`src/rtl/aabb_pkg.sv`:
```
// ----------------------------------------------------------------------------
// aabb_pkg
// Shared types and codes for the 3D box overlap table: item opcodes, the
// stored box layout and the memory entry layout.
// ----------------------------------------------------------------------------
package aabb_pkg;

    localparam int COORD_W = 32;
    localparam int SLOT_W  = 6;

    // Item opcodes
    localparam logic OP_ADD  = 1'b0;
    localparam logic OP_TEST = 1'b1;

    typedef logic signed [COORD_W-1:0] t_coord;

    typedef struct packed {
        t_coord min_x;
        t_coord min_y;
        t_coord min_z;
        t_coord max_x;
        t_coord max_y;
        t_coord max_z;
    } t_box;

    // One memory word: valid mark plus the box
    typedef struct packed {
        logic vld;
        t_box box;
    } t_entry;

endpackage

```
`src/rtl/aabb_overlap.sv`:
```
// ----------------------------------------------------------------------------
// aabb_overlap
// Compares the query box against one stored entry on all three axes with the
// inclusive rule; an invalid or skipped entry never hits.
// ----------------------------------------------------------------------------
module aabb_overlap (
    input  aabb_pkg::t_box   i_query,
    input  aabb_pkg::t_entry i_entry,
    input  logic             i_skip,
    output logic             o_hit
);
    import aabb_pkg::*;

    function automatic logic axis_hit(t_coord amin, t_coord amax,
                                      t_coord bmin, t_coord bmax);
        logic a_in_b;
        logic b_in_a;
        a_in_b = (amin >= bmin) && (amin <= bmax);
        b_in_a = (bmin >= amin) && (bmin <= amax);
        return a_in_b || b_in_a;
    endfunction

    logic hit_x;
    logic hit_y;
    logic hit_z;

    // Check each axis independently
    assign hit_x = axis_hit(i_query.min_x, i_query.max_x,
                            i_entry.box.min_x, i_entry.box.max_x);
    assign hit_y = axis_hit(i_query.min_y, i_query.max_y,
                            i_entry.box.min_y, i_entry.box.max_y);
    assign hit_z = axis_hit(i_query.min_z, i_query.max_z,
                            i_entry.box.min_z, i_entry.box.max_z);

    assign o_hit = i_entry.vld && !i_skip && hit_x && hit_y && hit_z;

endmodule

```
`config.mk`:
```
export PLATFORM = sky130hd
export DESIGN_NAME = aabb_overlap
export DESIGN_NICKNAME = d
export VERILOG_FILES = /design/src/rtl/aabb_pkg.sv /design/src/rtl/aabb_overlap.sv
export SDC_FILE = /design/constraint.sdc
export NUM_CORES = 1
export LEC_CHECK = 0
export BUFFER_PORTS_ARGS = -buffer_cell sky130_fd_sc_hd__buf_2
export CAP_MARGIN = 0
export CORE_AREA = 4 4 148 150
export DETAILED_ROUTE_END_ITERATION = 10
export DIE_AREA = 0 0 152 154
export PLACE_DENSITY = 0.66
export RECOVER_POWER = 100
export SLEW_MARGIN = 30
export SYNTH_ARGS = -nofsm -noshare
export SYNTH_HDL_FRONTEND = slang
export SYNTH_SLANG_ARGS = --single-unit
```
`constraint.sdc`:
```
create_clock -name vclk -period 8.14
set_input_delay 1.628 -clock vclk [all_inputs]
set_output_delay 1.628 -clock vclk [all_outputs]
set_load 0.05 [all_outputs]
```
==> results of run 1 <==
## cells in the mapped netlist, types with 2 or more instances
| cell type | number |
|---|---|
| o221ai_1 | 2 |
| a21oi_1 | 98 |
| nand3b_1 | 4 |
| nand2b_1 | 2 |
| nor4_1 | 11 |
| a32o_1 | 2 |
| o211a_1 | 2 |
| inv_1 | 292 |
| nor3_1 | 9 |
| nand2_1 | 63 |
| a2111o_1 | 2 |
| a21boi_0 | 2 |
| o41ai_1 | 3 |
| o21ai_1 | 6 |
| a21o_1 | 33 |
| a221oi_1 | 9 |
| nor2_1 | 19 |
| o211ai_1 | 9 |
| a22oi_1 | 2 |
| a211oi_1 | 8 |
| and4_1 | 15 |
| or3_1 | 3 |
| nor2b_1 | 11 |
| o21ai_0 | 26 |
| ha_1 | 288 |
| and2_0 | 2 |
| nand3_1 | 23 |
| nand4_1 | 51 |
| a221o_1 | 3 |
| mux2i_1 | 5 |
| o21a_1 | 5 |
| a31oi_1 | 5 |
| a21boi_1 | 2 |
## cell usage in the layout, fill, tap and decap left out, types with 4 or more instances in the layout
| cell type | instances |
|---|---|
| a211oi_1 | 8 |
| a21o_1 | 33 |
| a21oi_1 | 98 |
| a221oi_1 | 9 |
| a31oi_1 | 5 |
| and4_1 | 15 |
| buf_2 | 386 |
| ha_1 | 288 |
| inv_1 | 292 |
| mux2i_1 | 5 |
| nand2_1 | 63 |
| nand3_1 | 23 |
| nand3b_1 | 4 |
| nand4_1 | 51 |
| nor2_1 | 19 |
| nor2b_1 | 11 |
| nor3_1 | 9 |
| nor4_1 | 11 |
| o211ai_1 | 9 |
| o21a_1 | 5 |
| o21ai_0 | 26 |
| o21ai_1 | 6 |
## cells by family (layout without fill, tap and decap cells)
family	count (synthesis)	after routing	synth area share (%)
other	0	3	0
XOR/XNOR	2	2	0.237
multiplexers	6	6	0.880
AO/OA/AOI/OAI	225	225	19.3
adder cells (fa/ha/maj)	288	288	48.7
buffers and inverters	292	679	14.8
AND/OR/NAND/NOR	219	219	16.0
## power by group
part / internal (mW) / switching [mW] / total (mW)
combinational: 0.218 / 0.233 / 0.451
sequential: 0 / 0 / 0
clock: 0.0000000493 / 0 / 0.0000000493
## worst max-delay path, stage by stage
cell       delay, ns
buf_2           0.11
ha_1            0.31
nand4_1         0.15
nor4_1          0.53
o21ai_1         0.15
o211ai_1        0.21
a2111oi_4       0.12
mux2i_1         0.16
a21o_1          0.17
a32o_1          0.22
nor4_2          0.20
clkbuf_1        0.56
## cell type report
cell class | instances | area [um^2] | share of cell area, %
multi-input combinational | 740 | 6300 | 65.1
antenna | 3 | 7.51 | 0.0775
inverter | 292 | 1100 | 11.3
timing repair buffer | 387 | 1940 | 20.0
tap | 275 | 344 | 3.55
## final timing paths
path | endpoint | slack [ns]
hold / removal | o_hit | 3.81
setup / recovery | o_hit | 2.00
## routing by layer
layer	track usage [%]	part of all wire, %
met1	24.5	42
met2	38.6	51
met3	3.15	6.0
met4	2.05	1.0
met5	0	0.028
==> reports/qor.csv, run 1 <==
stage,metric,value,unit
sta,timing.final.hold_violations,0,
sta,fmax,163,MHz
floorplan,dieArea,0.0234,mm^2
grt,antenna_found_initial,4,
power_and_ir_drop,leakage,6.25,nW
sta,slew_headroom,54.1,%
setup_path,cp.required,6.51,ns
grt,overflow,0,
sta,final_max_slew_viol_count,0,
floorplan,die_y,154,um
sta,setup_viol,0,
min_path,hold_class,input port to output port,
layout,regArea,0,um^2
sta,worst_slack,2.00,ns
power_and_ir_drop,peakVddDrop,0.0202,mV
setup_path,cp-startpoint,i_query[111],
setup_path,cp-start-kind,input port,
sta,worst_pin_slew,0.692,ns
layout,design.seq.count,0,
layout,syn_to_final_growth,30.9,%
synth,syn_area,0.00739,mm^2
placement,globalplace.congestion,0.934,
layout,fin_area,0.00968,mm^2
floorplan,ioPinCount,387,
sta,rsz0062_at_grt,no,
detailed_routing,antenna_left,0,
placement,post-place-ws,2.22,ns
min_path,min_from,i_skip,
detailed_routing,route.detailed.wl_per_inst,14.9,um
detailed_routing,wl,25200,um
synth,ys_types,48,
placement,place_area,0.00968,mm^2
synth,syn_nets,1706,
clock_network,postCtsSetupBuffers,0,
sta,fin_crit_sh,75.5,%
grt,grt_pass1_wl,40000,um
grt,grt_max_degree,5,
sta,finalCriticalPeriod,6.14,ns
detailed_routing,drt_iter0_drc,246,
clock_network,post_cts_resized,0,
layout,n_fill_cell,2166,
detailed_routing,routed_via_density,4.88,
clock_network,cts_hold_buf,0,
floorplan,rows,53,
power_and_ir_drop,power.density,46.6,mW/mm^2
synth,synthCells,1032,
setup_path,worstPathMaxFanout,3,
layout,nClkBuffers,0,
status,status,completed,
layout,layout-drive-gt1-share,27.6,%
grt,grt_pass1_vias,8390,
synth,ys_warn_count,0,
sta,fin_tns_setup,0,ns
synth,yosys.area.top_type,ha_1,
detailed_routing,vias,8280,
floorplan,die_x,152,um
layout,final_util,46.8,%
setup_path,path_class,input port to output port,
synth,yosysSeqAreaShare,0,%
synth,synth_top_area_share,48.7,%
setup_path,endpoint_kind,output port,
layout,finish.net_count,2095,
min_path,hold_depth,4,
layout,fin_cells,1697,
synth,ys_top_cells_by_area,"ha_1 49%, inv_1 15%, a21oi_1 6.6%, nand4_1 4.3%, a21o_1 3.4%",
placement,io_buffers,387,
setup_path,crit_arrival,4.51,ns
placement,hpwlAfterDp,24300,um
placement,dpl.cell_count,1694,
floorplan,initial_core_util,35.7,%
detailed_routing,dr.pass1.iters,4,
synth,synth_area_per_cell,7.17,um^2
detailed_routing,route.detailed.drc,0,
flow_run,maxCapViolations,0,
sta,whs,3.81,ns
grt,track_usage,20.2,%
power_and_ir_drop,power,0.451,mW
floorplan,core_area,0.0207,mm^2
No activity file was read; power rests on OpenSTA's default activity.
==> run 2, diff against run 1 <==
- CORE_AREA: 4 4 148 150 -> 4 4 147 149
- DIE_AREA: 0 0 152 154 -> 0 0 151 153
- PLACE_DENSITY: 0.66 -> 0.69
- clock period: 8.14 -> 5 ns (I/O delays scaled with it)
==> reports/qor.csv, run 2 (synthesized netlist as in run 1, its figures left out) <==
stage,metric,value,unit,change
placement,hpwlAfterDp,24600,um,+1.1%
floorplan,die_y,153,um,-0.65%
layout,n_fill_cell,2056,,-5.1%
placement,io_buffers,387,,unchanged
layout,syn_to_final_growth,31.2,%,
detailed_routing,route.detailed.drc,0,,unchanged
floorplan,ioPinCount,387,,unchanged
detailed_routing,routed_via_density,4.96,,+1.6%
layout,multi_input_area,0.00630,mm^2,unchanged
setup_path,cp.required,4.00,ns,-2.51 ns
status,status,completed,,
placement,dpl.cell_count,1692,,-0.12%
sta,finalCriticalPeriod,4.65,ns,
power_and_ir_drop,peakVddDrop,0.0306,mV,+51%
layout,design.seq.count,0,,unchanged
power_and_ir_drop,power,0.737,mW,+63%
setup_path,worstPathMaxFanout,3,,unchanged
setup_path,cp-start-kind,input port,,
sta,setup_viol,0,,unchanged
grt,grt_max_degree,5,,unchanged
sta,timing.final.hold_violations,0,,unchanged
detailed_routing,antenna_left,0,,unchanged
detailed_routing,drt_iter0_drc,259,,+5.3%
sta,rsz0062_at_grt,no,,
layout,final_util,48.1,%,+1.3 points
power_and_ir_drop,leakage,6.26,nW,+0.32%
layout,finish.net_count,2098,,+0.14%
power_and_ir_drop,power.density,76.0,mW/mm^2,+63%
detailed_routing,route.detailed.wl_per_inst,15.1,um,+1.5%
sta,worst_pin_slew,0.529,ns,-0.162 ns
clock_network,post_cts_resized,0,,unchanged
setup_path,path_class,input port to output port,,
detailed_routing,wl,25600,um,+1.4%
grt,overflow,0,,unchanged
detailed_routing,dr.pass1.iters,5,,+1
floorplan,core_area,0.0202,mm^2,-2.5%
floorplan,rows,52,,-1.9%
floorplan,die_x,151,um,-0.66%
grt,grt_pass1_wl,39700,um,-0.86%
sta,fmax,215,MHz,
clock_network,cts_hold_buf,0,,unchanged
grt,antenna_found_initial,4,,unchanged
floorplan,initial_core_util,36.7,%,+0.92 points
grt,grt_pass1_vias,8444,,+0.64%
grt,track_usage,20.6,%,+0.38 points
layout,nClkBuffers,0,,unchanged
layout,fin_cells,1695,,-0.12%
clock_network,postCtsSetupBuffers,0,,unchanged
flow_run,maxCapViolations,0,,unchanged
layout,regArea,0,um^2,unchanged
sta,slew_headroom,64.4,%,+10 points
sta,final_max_slew_viol_count,0,,unchanged
layout,layout-drive-gt1-share,27.8,%,+0.22 points
layout,mostFrequentLayoutCell,buf_2,,
min_path,hold_class,input port to output port,,
sta,fin_crit_sh,93.1,%,
floorplan,dieArea,0.0231,mm^2,-1.3%
detailed_routing,vias,8399,,+1.4%
layout,layout_common_cells,"386 x buf_2, 292 x inv_1, 288 x ha_1",,
setup_path,crit_arrival,3.65,ns,-0.86 ns
placement,globalplace.congestion,0.965,,+3.4%
sta,fin_tns_setup,0,ns,unchanged
setup_path,endpoint_kind,output port,,
run 2: changes by cell type in the layout (fill, tap and decap cells not counted):
cell      delta
clkbuf_1     -1
clkbuf_2     +1
buf_4        +3
run 2: final cells by class:
cell class | instances | area share [%]
repair buffers | 390 | 20.2
multi-input cells | 740 | 64.9
diodes | 3 | 0.0774
inverters | 292 | 11.3
well taps | 270 | 3.48
run 2: routing by layer:
layer  track usage (%)  vias to the layer above  wire length [um]
met5                 0                        -                12
met4              3.54                        2               497
met3              2.75                       38              1610
met2              37.2                      246             12200
met1              26.1                     3695             11200
li1                  -                     4418                 -
run 2: worst paths after layout:
kind	start	depth (start not counted)	to
worst max-delay path	i_entry[15]	14	o_hit
worst min-delay path	i_skip	4	o_hit
run 2: worst max-delay path, cell delays in order:
cell and delay, ns:
buf_2 0.08, inv_1 0.04, ha_1 0.30, nand4_1 0.15
nor4_1 0.39, buf_4 0.18, o21ai_1 0.06, o211ai_1 0.17
a2111oi_4 0.12, mux2i_1 0.17, a21o_1 0.20, a32o_1 0.23
nor4_2 0.20, clkbuf_2 0.34
run 2: report_power, final:
part / internal (mW) / switching [mW]
Sequential: 0 / 0
Combinational: 0.356 / 0.381
Clock: 0.0000000802 / 0
run 2: stage by stage:
stage | setup slack (ns) | hold slack, ns | area, um^2
floorplan | 0.322 | 2.20 | 7390
global placement | 0.386 | 2.52 | 9690
detailed placement | 0.405 | 2.51 | 9690
CTS | 0.382 | 2.51 | 9690
global route | 0.0538 | 2.57 | 9700
finish | 0.346 | 2.54 | 9700
